### config.mk
export PLATFORM = sky130hd
export DESIGN_NAME = wildcard_byte_pattern_scan_unit
export DESIGN_NICKNAME = d
export VERILOG_FILES = /design/src/rtl/core/wbps_pkg.sv /design/src/rtl/core/wbps_cfg_regs.sv /design/src/rtl/core/wbps_cell.sv /design/src/rtl/core/wildcard_byte_pattern_scan_unit.sv
export SDC_FILE = /design/constraint.sdc
export NUM_CORES = 1
export LEC_CHECK = 0
export ABC_AREA = 1
export BUFFER_PORTS_ARGS = -buffer_cell sky130_fd_sc_hd__buf_2
export CELL_PAD_IN_SITES_DETAIL_PLACEMENT = 0
export CELL_PAD_IN_SITES_GLOBAL_PLACEMENT = 1
export CORE_MARGIN = 2
export CORE_UTILIZATION = 44
export DETAILED_ROUTE_END_ITERATION = 16
export HOLD_SLACK_MARGIN = 0.06
export PLACE_DENSITY = 0.91
export SKIP_CTS_REPAIR_TIMING = 1
export SLEW_MARGIN = 20
export SYNTH_ARGS = -nofsm -noshare
export SYNTH_HDL_FRONTEND = slang
export SYNTH_SLANG_ARGS = --single-unit
### constraint.sdc
create_clock -name clk -period 7.9 [get_ports clk]
set_input_delay 1.58 -clock clk [delete_from_list [all_inputs] [get_ports clk]]
set_output_delay 1.58 -clock clk [all_outputs]
set_load 0.01 [all_outputs]
### src/rtl/core/wbps_pkg.sv
// Shared types and constants for the wildcard byte pattern scan unit.
// No dependencies; used by every module under rtl/core.
package wbps_pkg;

	// Pattern storage is fixed by the register map: sixteen bytes at most.
	localparam int PAT_BYTES = 16;
	localparam int PAT_IDX_W = 4;
	localparam int LEN_W     = 5;
	localparam int OFF_W     = 32;

	// Configuration port geometry: 64-bit registers at 8-byte spacing.
	localparam int APB_DW = 64;
	localparam int APB_AW = 5;
	localparam int REG_W  = 2;

	localparam logic [REG_W-1:0] REG_PAT_LOW  = 2'd0;
	localparam logic [REG_W-1:0] REG_PAT_HIGH = 2'd1;
	localparam logic [REG_W-1:0] REG_WILD     = 2'd2;
	localparam logic [REG_W-1:0] REG_LEN      = 2'd3;

	localparam logic [LEN_W-1:0] LEN_RESET = 5'd1;

	// Pattern settings as seen by the compare cells.
	typedef struct packed {
		logic [8*PAT_BYTES-1:0] pattern;
		logic [PAT_BYTES-1:0]   wild;
		logic [LEN_W-1:0]       len;     // clamped to 1..PATTERN_MAX
	} scan_cfg_t;

endpackage

### src/rtl/core/wbps_cfg_regs.sv
// Configuration register file with APB-style access for the pattern scan unit.
// Depends on wbps_pkg.
module wbps_cfg_regs #(
	parameter int PATTERN_MAX = 16
) (
	input  logic                       clk,
	input  logic                       arst_n,
	input  logic                       psel,
	input  logic                       penable,
	input  logic                       pwrite,
	input  logic [wbps_pkg::APB_AW-1:0] paddr,
	input  logic [wbps_pkg::APB_DW-1:0] pwdata,
	output logic [wbps_pkg::APB_DW-1:0] prdata,
	output logic                       pready,
	output wbps_pkg::scan_cfg_t        cfg
);

	localparam logic [wbps_pkg::LEN_W-1:0] LEN_MAX = wbps_pkg::LEN_W'(PATTERN_MAX);

	logic [63:0]                  pat_low_q;
	logic [63:0]                  pat_high_q;
	logic [15:0]                  wild_q;
	logic [wbps_pkg::LEN_W-1:0]   len_q;
	logic [wbps_pkg::REG_W-1:0]   reg_sel;
	logic                         wr_en;

	assign pready  = 1'b1;
	assign reg_sel = paddr[wbps_pkg::APB_AW-1:3];
	assign wr_en   = psel & penable & pwrite & pready;

	always_ff @(posedge clk or negedge arst_n) begin
		if (!arst_n) begin
			pat_low_q  <= '0;
			pat_high_q <= '0;
			wild_q     <= '0;
			len_q      <= wbps_pkg::LEN_RESET;
		end else if (wr_en) begin
			case (reg_sel)
				wbps_pkg::REG_PAT_LOW:  pat_low_q  <= pwdata;
				wbps_pkg::REG_PAT_HIGH: pat_high_q <= pwdata;
				wbps_pkg::REG_WILD:     wild_q     <= pwdata[15:0];
				wbps_pkg::REG_LEN:      len_q      <= pwdata[wbps_pkg::LEN_W-1:0];
				default: ;
			endcase
		end
	end

	always_comb begin
		case (reg_sel)
			wbps_pkg::REG_PAT_LOW:  prdata = pat_low_q;
			wbps_pkg::REG_PAT_HIGH: prdata = pat_high_q;
			wbps_pkg::REG_WILD:     prdata = {48'b0, wild_q};
			wbps_pkg::REG_LEN:      prdata = {{(wbps_pkg::APB_DW-wbps_pkg::LEN_W){1'b0}}, len_q};
			default:                prdata = '0;
		endcase
	end

	// Clamp the length: zero acts as one, anything above the cell count as the cell count.
	always_comb begin
		cfg.pattern = {pat_high_q, pat_low_q};
		cfg.wild    = wild_q;
		if (len_q == '0)
			cfg.len = wbps_pkg::LEN_RESET;
		else if (len_q > LEN_MAX)
			cfg.len = LEN_MAX;
		else
			cfg.len = len_q;
	end

endmodule

### src/rtl/core/wbps_cell.sv
// One window cell: compares the byte reaching it against its pattern byte and holds it
// for the next cell. Depends on wbps_pkg.
module wbps_cell #(
	parameter int IDX = 0
) (
	input  logic                clk,
	input  logic                shift_en,
	input  logic [7:0]          byte_in,
	input  wbps_pkg::scan_cfg_t cfg,
	output logic [7:0]          byte_out,
	output logic                hit
);

	logic [7:0]                     byte_q;
	logic [wbps_pkg::LEN_W-1:0]     pos;
	logic [wbps_pkg::PAT_IDX_W-1:0] sel;
	logic [7:0]                     pat;
	logic                           active;

	always_ff @(posedge clk) begin
		if (shift_en)
			byte_q <= byte_in;
	end

	assign byte_out = byte_q;

	// Window position IDX lines up with pattern byte len-1-IDX.
	assign active = wbps_pkg::LEN_W'(IDX) < cfg.len;
	assign pos    = cfg.len - wbps_pkg::LEN_W'(IDX + 1);
	assign sel    = pos[wbps_pkg::PAT_IDX_W-1:0];
	assign pat    = cfg.pattern[sel*8 +: 8];
	assign hit    = !active || cfg.wild[sel] || (byte_in == pat);

endmodule

### src/rtl/core/wildcard_byte_pattern_scan_unit.sv
// Wildcard byte pattern scan unit: top level. A result word is registered and offered
// in the cycle after the byte that causes it. Throughput: one byte per cycle while s_tready
// is high. The window's cell chain shifts on each accepted byte but a region's last. Reset
// (arst_n low): registers return to defaults, the window count and found flag clear, and
// no result is pending. Depends on wbps_pkg, wbps_cfg_regs and wbps_cell.
module wildcard_byte_pattern_scan_unit #(
	parameter int PATTERN_MAX = 16,
	parameter int OFFSET_BITS = 32
) (
	input  logic                        clk,
	input  logic                        arst_n,
	// byte stream in
	input  logic                        s_tvalid,
	output logic                        s_tready,
	input  logic [7:0]                  s_tdata,   // [7:0] data_byte
	input  logic                        s_tlast,   // region_end
	// result words out
	output logic                        m_tvalid,
	input  logic                        m_tready,
	output logic [31:0]                 m_tdata,   // [31:0] match_offset
	output logic                        m_tuser,   // found
	// configuration
	input  logic                        psel,
	input  logic                        penable,
	input  logic                        pwrite,
	input  logic [wbps_pkg::APB_AW-1:0] paddr,
	input  logic [wbps_pkg::APB_DW-1:0] pwdata,
	output logic [wbps_pkg::APB_DW-1:0] prdata,
	output logic                        pready
);

	localparam logic [OFFSET_BITS-1:0] COUNT_MAX = '1;

	wbps_pkg::scan_cfg_t       cfg;
	logic [7:0]                chain [PATTERN_MAX+1];
	logic [PATTERN_MAX-1:0]    hits;
	logic [OFFSET_BITS-1:0]    count_q;
	logic                      found_q;
	logic                      out_valid_q;
	logic                      out_found_q;
	logic [31:0]               out_offset_q;
	logic                      take;
	logic                      shift_en;
	logic [wbps_pkg::LEN_W-1:0] len_m1;
	logic [OFFSET_BITS-1:0]    len_m1_ext;
	logic                      count_ok;
	logic                      match;
	logic                      report_hit;
	logic                      report_miss;
	logic [OFFSET_BITS-1:0]    start_off;
	logic [OFFSET_BITS+31:0]   start_wide;

	wbps_cfg_regs #(
		.PATTERN_MAX (PATTERN_MAX)
	) u_cfg (
		.clk     (clk),
		.arst_n  (arst_n),
		.psel    (psel),
		.penable (penable),
		.pwrite  (pwrite),
		.paddr   (paddr),
		.pwdata  (pwdata),
		.prdata  (prdata),
		.pready  (pready),
		.cfg     (cfg)
	);

	// Accept a byte whenever the output slot is empty or being drained this cycle.
	assign s_tready = !out_valid_q || m_tready;
	assign take     = s_tvalid && s_tready;
	// Advance the window on every byte except the last of a region.
	assign shift_en = take && !s_tlast;

	// Cell 0 sees the incoming byte, cell i sees the byte i places back.
	assign chain[0] = s_tdata;

	for (genvar i = 0; i < PATTERN_MAX; i++) begin : g_cell
		wbps_cell #(
			.IDX (i)
		) u_cell (
			.clk      (clk),
			.shift_en (shift_en),
			.byte_in  (chain[i]),
			.cfg      (cfg),
			.byte_out (chain[i+1]),
			.hit      (hits[i])
		);
	end

	// The window is only meaningful once len-1 bytes of this region have gone by;
	// stale bytes from earlier regions sit beyond that point.
	assign len_m1      = cfg.len - wbps_pkg::LEN_W'(1);
	assign len_m1_ext  = {{(OFFSET_BITS-wbps_pkg::LEN_W){1'b0}}, len_m1};
	assign count_ok    = count_q >= len_m1_ext;
	assign match       = count_ok && (&hits);
	assign report_hit  = !found_q && match;
	assign report_miss = !found_q && !match && s_tlast;
	assign start_off   = count_q - len_m1_ext;
	assign start_wide  = {32'b0, start_off};

	// Region state: saturating byte counter and the found flag; clear both at region end.
	always_ff @(posedge clk or negedge arst_n) begin
		if (!arst_n) begin
			count_q <= '0;
			found_q <= 1'b0;
		end else if (take) begin
			if (s_tlast) begin
				count_q <= '0;
				found_q <= 1'b0;
			end else begin
				if (count_q != COUNT_MAX)
					count_q <= count_q + OFFSET_BITS'(1);
				if (match)
					found_q <= 1'b1;
			end
		end
	end

	// Output register: load a new result word, or drop the old one once taken.
	always_ff @(posedge clk or negedge arst_n) begin
		if (!arst_n) begin
			out_valid_q <= 1'b0;
		end else if (take && (report_hit || report_miss)) begin
			out_valid_q <= 1'b1;
		end else if (m_tready) begin
			out_valid_q <= 1'b0;
		end
	end

	always_ff @(posedge clk) begin
		if (take && (report_hit || report_miss)) begin
			out_found_q  <= report_hit;
			out_offset_q <= report_hit ? start_wide[31:0] : 32'b0;
		end
	end

	assign m_tvalid = out_valid_q;
	assign m_tuser  = out_found_q;
	assign m_tdata  = out_offset_q;

endmodule
# Word-level counts from Yosys, hierarchy flattened
# Cells that the tools add are included.
[totals] register_bits=336 elab_cells=228 out_inout_bits=100
[classes] reduce_logical=73 magnitude_cmp=34 mux=41 add_sub_neg=18 n_shift=16 bitwise=2 n_eq_ne=20
[ops] operator="$shiftx 128x8->8" count=16
[ops] operator="$pmux 64 s4" count=1
[ops] operator="$eq 8x8->1" count=16
[ops] operator="$lt 4x5->1 const B" count=16
[ops] operator="$bmux 1 s4" count=16
[ops] operator="$mux 32" count=2
[ops] operator="$lt 4x5->1 const A" count=8
[ops] operator="$logic_or 1x1->1" count=34
[ops] operator="$add 32x1->32 const B" count=1
[ops] operator="$ge 32x5->1" count=1
[ops] operator="$ne 32x32->1 const B" count=1
[ops] operator="$sub 32x5->32" count=1
[ops] operator="$sub 4x4->4 const B" count=8
[ops] operator="$logic_not 1->1" count=20
[ops] operator="$lt 3x5->1 const A" count=4
[ops] operator="$mux 1" count=20
[ops] operator="$reduce_and 16->1" count=1
[ops] operator="$sub 4x3->4 const B" count=4
[ops] operator="$reduce_and 2->1" count=6
[ops] operator="$lt 1x5->1 const A" count=2
[ops] operator="$lt 2x5->1 const A" count=2
[ops] operator="$mux 5" count=2
[ops] operator="$sub 4x2->4 const B" count=2
[ops] operator="$logic_and 1x1->1" count=7
[ops] operator="9 further kinds" count=13

# Longest topological paths before layout
[depth] depth_word=16 depth_mapped=33

# By module
# Synthesis repeated with hierarchy kept, for this count alone.
[hier_totals] cells_unflattened=7978 area_unflattened_um2=42929.9
[modules_own_cells] mod="wbps_cfg_regs" seq_area_each_um2=3729.8 area_each_um2=6637.6 n_inst=1 cells_per_inst=885
[modules_own_cells] mod="wildcard_byte_pattern_scan_unit" seq_area_each_um2=1841.8 area_each_um2=4631.9 n_inst=1 cells_per_inst=662
[modules_own_cells] mod="wbps_cell at g_cell[11].u_cell" seq_area_each_um2=240.2 area_each_um2=2242.2 n_inst=1 cells_per_inst=478
[modules_own_cells] mod="wbps_cell at g_cell[3].u_cell" seq_area_each_um2=240.2 area_each_um2=2158.3 n_inst=1 cells_per_inst=474
[modules_own_cells] mod="wbps_cell at g_cell[15].u_cell" seq_area_each_um2=240.2 area_each_um2=2043.2 n_inst=1 cells_per_inst=421
[modules_own_cells] mod="wbps_cell at g_cell[9].u_cell" seq_area_each_um2=240.2 area_each_um2=2034.5 n_inst=1 cells_per_inst=413
[modules_own_cells] mod="wbps_cell at g_cell[7].u_cell" seq_area_each_um2=240.2 area_each_um2=2021.9 n_inst=1 cells_per_inst=412
[modules_own_cells] mod="wbps_cell at g_cell[6].u_cell" seq_area_each_um2=240.2 area_each_um2=2019.4 n_inst=1 cells_per_inst=412
[modules_own_cells] mod="wbps_cell at g_cell[1].u_cell" seq_area_each_um2=240.2 area_each_um2=2003.2 n_inst=1 cells_per_inst=410
[modules_own_cells] mod="wbps_cell at g_cell[13].u_cell" seq_area_each_um2=240.2 area_each_um2=1998.2 n_inst=1 cells_per_inst=410
[modules_own_cells] mod="wbps_cell at g_cell[14].u_cell" seq_area_each_um2=240.2 area_each_um2=1979.4 n_inst=1 cells_per_inst=410
[modules_own_cells] mod="wbps_cell at g_cell[5].u_cell" seq_area_each_um2=240.2 area_each_um2=1979.4 n_inst=1 cells_per_inst=409
[modules_own_cells] mod="wbps_cell at g_cell[0].u_cell" seq_area_each_um2=240.2 area_each_um2=1874.3 n_inst=1 cells_per_inst=365
[modules_own_cells] mod="wbps_cell at g_cell[4].u_cell" seq_area_each_um2=240.2 area_each_um2=1871.8 n_inst=1 cells_per_inst=365
[modules_own_cells] mod="+4 rows"

# Worst setup path before layout
# Ideal clock, no wire load.
[synth_timing] path_type="input -> register" startpoint="input port m_tready" endpoint="register g_cell[0].u_cell.byte_q[0], enable pin" cell_stages=4 n_path_buf=0 setup_slack_ns=0.444 arrival_ns=6.855 required_time_ns=7.298 path_cell_list="inv_1 nand2_1 nand2_1 nor2_1"
[synth_via] elab_chain_len=3
[synth_rtl] element="start: declaration" line_no="wildcard_byte_pattern_scan_unit.sv:19" source="input logic m_tready,"
[synth_rtl] element="$logic_or 1x1->1" line_no="wildcard_byte_pattern_scan_unit.sv:69" source="assign s_tready = !out_valid_q || m_tready;"
[synth_rtl] element="named net s_tready" line_no="wildcard_byte_pattern_scan_unit.sv:14" source="output logic s_tready,"
[synth_rtl] element="$logic_and 1x1->1" line_no="wildcard_byte_pattern_scan_unit.sv:70" source="assign take = s_tvalid && s_tready;"
[synth_rtl] element="$logic_and 1x1->1" line_no="wildcard_byte_pattern_scan_unit.sv:72" source="assign shift_en = take && !s_tlast;"
[synth_rtl] element="named net g_cell[0].u_cell.shift_en" line_no="wbps_cell.sv:7" source="input logic shift_en,"
[synth_rtl] element="end signal: assignment" line_no="wbps_cell.sv:22" source="byte_q <= byte_in;"
[synth_rtl] element="end: declaration" line_no="wbps_cell.sv:14" source="logic [7:0] byte_q;"
# The timed path passes the listed nets, and every way through them passes these cells.
# A chain may end at the register's enable or synchronous reset.

# Final worst setup path
[layout_timing] startpoint="register u_cfg.len_q[4] (netlist bit)" endpoint="register out_offset_q[31] (netlist: m_tdata[31]), enable pin"
[layout_via] elab_chain_len=15
[layout_rtl] element="start: declaration" line_no="wbps_cfg_regs.sv:23" source="logic [wbps_pkg::LEN_W-1:0] len_q;"
[layout_rtl] element="start signal: assignment" line_no="wbps_cfg_regs.sv:36" source="len_q <= wbps_pkg::LEN_RESET;"
[layout_rtl] element="start signal: assignment" line_no="wbps_cfg_regs.sv:42" source="wbps_pkg::REG_LEN: len_q <= pwdata[wbps_pkg::LEN_W-1:0];"
[layout_rtl] element="$gt 5x5->1" line_no="wbps_cfg_regs.sv:64" source="else if (len_q > LEN_MAX)"
[layout_rtl] element="$mux 5" line_no="wbps_cfg_regs.sv:64"
[layout_rtl] element="$mux 5 *" line_no="wbps_cfg_regs.sv:62" source="if (len_q == '0)"
[layout_rtl] element="branches (longest 6 deep; another with $sub 5x1->5)"
[layout_rtl] element="$logic_and 1x1->1 *" line_no="wildcard_byte_pattern_scan_unit.sv:95" source="assign match = count_ok && (&hits);"
[layout_rtl] element="$logic_not 1->1" line_no="wildcard_byte_pattern_scan_unit.sv:97" source="assign report_miss = !found_q && !match && s_tlast;"
[layout_rtl] element="$logic_and 1x1->1 (2 in a row)" line_no="wildcard_byte_pattern_scan_unit.sv:97"
[layout_rtl] element="$logic_or 1x1->1 *" line_no="wildcard_byte_pattern_scan_unit.sv:131" source="if (take && (report_hit || report_miss)) begin"
[layout_rtl] element="$logic_and 1x1->1 *" line_no="wildcard_byte_pattern_scan_unit.sv:131"
[layout_rtl] element="end signal: assignment" line_no="wildcard_byte_pattern_scan_unit.sv:133" source="out_offset_q <= report_hit ? start_wide[31:0] : 32'b0;"
[layout_rtl] element="end: declaration" line_no="wildcard_byte_pattern_scan_unit.sv:41" source="logic [31:0] out_offset_q;"
# Every way passes the cells marked *. The select of a mux whose other input is x is not followed.

==> impl_metrics.tcl <==
set metrics [dict create \
    status "finished clean" \
    grt_usage_pct 35.3 \
    clock_latency_ns 0.58 \
    vdd_ir_drop_max_mv 0.195 \
    routed_wl_mm 98.9 \
    ys_seq_area_share_pct 38.5 \
    via_per_inst 5.87 \
    nets 3686 \
    final_hold_viol_count 0 \
    dr_total_vias 25368 \
    clockRootBuffer "clkbuf_16" \
    path_max_fanout 67 \
    ioPinCount 185 \
    relSlewSlack_pct 32.6 \
    final_common_cell "nand2_1" \
    grt_pass1_vias 23715 \
    synth_top_area_cell "edfxtp_1" \
    worstSetupEndpointType "register" \
    syn_inst 3514 \
    power_density_nw_per_um2 357 \
    switching_share_pct 50.9 \
    crit_path_max_incr_delay_ns 0.66 \
    timing.rr.end "m_tdata[31]$_SDFFCE_PN0P_" \
    syn_to_final_growth_pct 10.7 \
    maxCapViolations 0 \
    gr-total-overflow 0 \
    ys_top_cells_by_area "edfxtp_1 19%, dfrtp_1 19%, nand3_1 18%" \
    drc 0 \
    r2r-start "u_cfg.len_q[4]$_DFFE_PN0P_" \
    cts_tree "built" \
    antennaDiodeCount 0 \
    setup_viol 0 \
    fin_crit_ns 6.46 \
    clk_pin_slew_worst_paths_ns 0.06 \
    antenna_found_initial 8 \
    hpwl_mm 74.3 \
    switchingPower_w 0.00480 \
    rows 85 \
    coreArea_sq_um 53700 \
    grt_max_degree 113 \
    worstHoldEndpoint "g_cell[2].u_cell.byte_out[2]$_DFFE_PP_" \
    numCtsBuffers 40 \
    period_share_pct 81.8 \
    slew_violations 0 \
    cts_sinks 336 \
    skew_ns 0.0200 \
    seq_power_share_pct 23.9 \
    synthArstFlopShare_pct 54.5 \
    p_leak_nw 12.8 \
    drt_iter0_drc 3387 \
    rsz0062_at_grt "no" \
    worstSetupPathType "reg2reg" \
    grt_pass1_wl_mm 147 \
    dieArea_sq_um 56100 \
    r2r_slack_ns 1.44 \
    worstHoldStart "g_cell[1].u_cell.byte_out[2]$_DFFE_PP_" \
    dr.pass1.iters 8 \
    initial_core_util_pct 44.4 \
    fp.dieH_um 237 \
    crit_required_ns 8.18 \
    final_util_pct 49.2 \
    h-tree-depth 2 \
    critPathSlowestCell "dfrtp_1" \
    tightest_slew_ns 1.01 \
    avgSynthCellArea_sq_um 6.79 \
    hold_depth 0 \
    die_w_um 237 \
    hold_path_class "reg2reg" \
    place.gp.congestion 1.04 \
    synth.net_count 3610 \
    cp-start-kind "register" \
    power.share.clock_pct 20.1 \
    path_buf_inv 7 \
    io_buffers 180 \
    internal_power_w 0.00462 \
    tns_ns 0 \
    drive_above_1_share_pct 9.17 \
    syn_area_sq_um 23900 \
    synth-edff-count 153 \
    clockBufferDepth 3 \
    combPwrFrac_pct 56.0 \
    crit_top_cell "nand2_1" \
    cp_top_family "simple AND/OR/NAND/NOR gates" \
    routedWlPerCell_um 22.9 \
    cp_data_arrival_time_ns 6.74 \
    synth_cell_types 53 \
    ys_warn_count 0 \
    final_cell_mix "1082 x nand2_1, 872 x nand3_1, 304 x inv_1" \
    yosysTopAreaCellShare_pct 19.3 \
    reg2regPathDepth 25 \
    ys_ff_latch 336 \
    ant_nets 0 \
    synthFlopType "dfrtp_1" \
    clock.fmax_mhz 155 \
]
sequential cells by signal, indices dropped and copies added (netlist names):
register	flops
m_tdata	32
found_q	1
count_q	32
m_tuser	1
u_cfg.pat_high_q	64
u_cfg.pat_low_q	64
m_tvalid	1
g_cell.u_cell.byte_out	120
u_cfg.wild_q	16
u_cfg.len_q	5
logic make-up (layout without fill, tap and decap cells):
family          after synthesis  after routing  share of synthesized area, %
buf+inv                     506            614                          8.83
mux                           1              1                        0.0472
compound gates              354            354                          8.32
other cells                   1              1                        0.0157
xor+xnor                     41             41                          1.82
flops                       336            336                          38.5
fa+ha+maj                    11             11                         0.608
simple gates               2264           2264                          41.9
cells in the mapped netlist (44+ instances only):
master / number
nand3_1: 872
clkbuf_1: 83
nor2_1: 189
o21ai_0: 152
nand3b_1: 46
buf_2: 44
o22ai_1: 51
a21oi_1: 88
nand2_1: 1083
inv_1: 304
dfrtp_1: 182
edfxtp_1: 153
layer usage:
layer	GRT usage, %	up-vias	share of wire (%)
met1	45.3	11808	39
met5	0	-	0.088
met2	52.0	1318	42
met4	24.6	14	8.4
met3	9.00	341	11
li1	-	11887	-
metrics by stage:
| step | hold slack (ns) | total power, W | setup slack, ns | instances | instance area (sq um) |
|---|---|---|---|---|---|
| detailed placement | 0.433 | 0.00736 | 1.50 | 4244 | 25100 |
| global route | 0.478 | 0.0100 | 0.950 | 4318 | 26400 |
| floorplan | 0.426 | 0.00576 | 0.444 | 3514 | 23900 |
| CTS | 0.463 | 0.00925 | 1.49 | 4318 | 26400 |
| global placement | 0.435 | 0.00733 | 1.59 | 4244 | 25100 |
| finish | 0.465 | 0.00942 | 1.44 | 4318 | 26400 |
worst max path at each step:
| stage | cells past startpoint | to | slack [ns] | startpoint |
|---|---|---|---|---|
| floorplan | 4 | g_cell[0].u_cell.byte_out[0]$_DFFE_PP_ | 0.44 | m_tready |
| global placement | 24 | m_tuser$_DFFE_PP_ | 1.59 | u_cfg.len_q[4]$_DFFE_PN0P_ |
| detailed placement | 24 | m_tdata[25]$_SDFFCE_PN0P_ | 1.50 | u_cfg.len_q[4]$_DFFE_PN0P_ |
| CTS | 24 | m_tdata[31]$_SDFFCE_PN0P_ | 1.49 | u_cfg.len_q[4]$_DFFE_PN0P_ |
| global route | 24 | m_tdata[19]$_SDFFCE_PN0P_ | 0.95 | u_cfg.len_q[4]$_DFFE_PN0P_ |
| finish | 25 | m_tdata[31]$_SDFFCE_PN0P_ | 1.44 | u_cfg.len_q[4]$_DFFE_PN0P_ |
power groups by stage:
stage          Combinational [W]  Sequential, W  Clock [W]
2_1_floorplan            0.00358        0.00219          0
3_3_place_gp             0.00506        0.00227          0
3_5_place_dp             0.00508        0.00227          0
4_1_cts                  0.00510        0.00224    0.00191
5_1_grt                  0.00576        0.00227    0.00198
6_report                 0.00528        0.00225    0.00189
area by class of cell:
type | instances | area (sq um)
tap | 696 | 871
timing repair buffer | 218 | 1210
multi-input combinational | 2672 | 12600
clock inverter | 20 | 180
clock buffer | 54 | 1130
inverter | 322 | 1210
sequential | 336 | 9180
fill | 5455 | 27300
worst reg2reg max path, delay by kind of cell (launching register included):
family / cells / cell delay, ns
flops: 1 / 0.66
buf+inv: 7 / 2.45
simple gates: 17 / 2.56
fa+ha+maj: 1 / 0.48
Note: power is estimated with default switching activity, not from simulation.
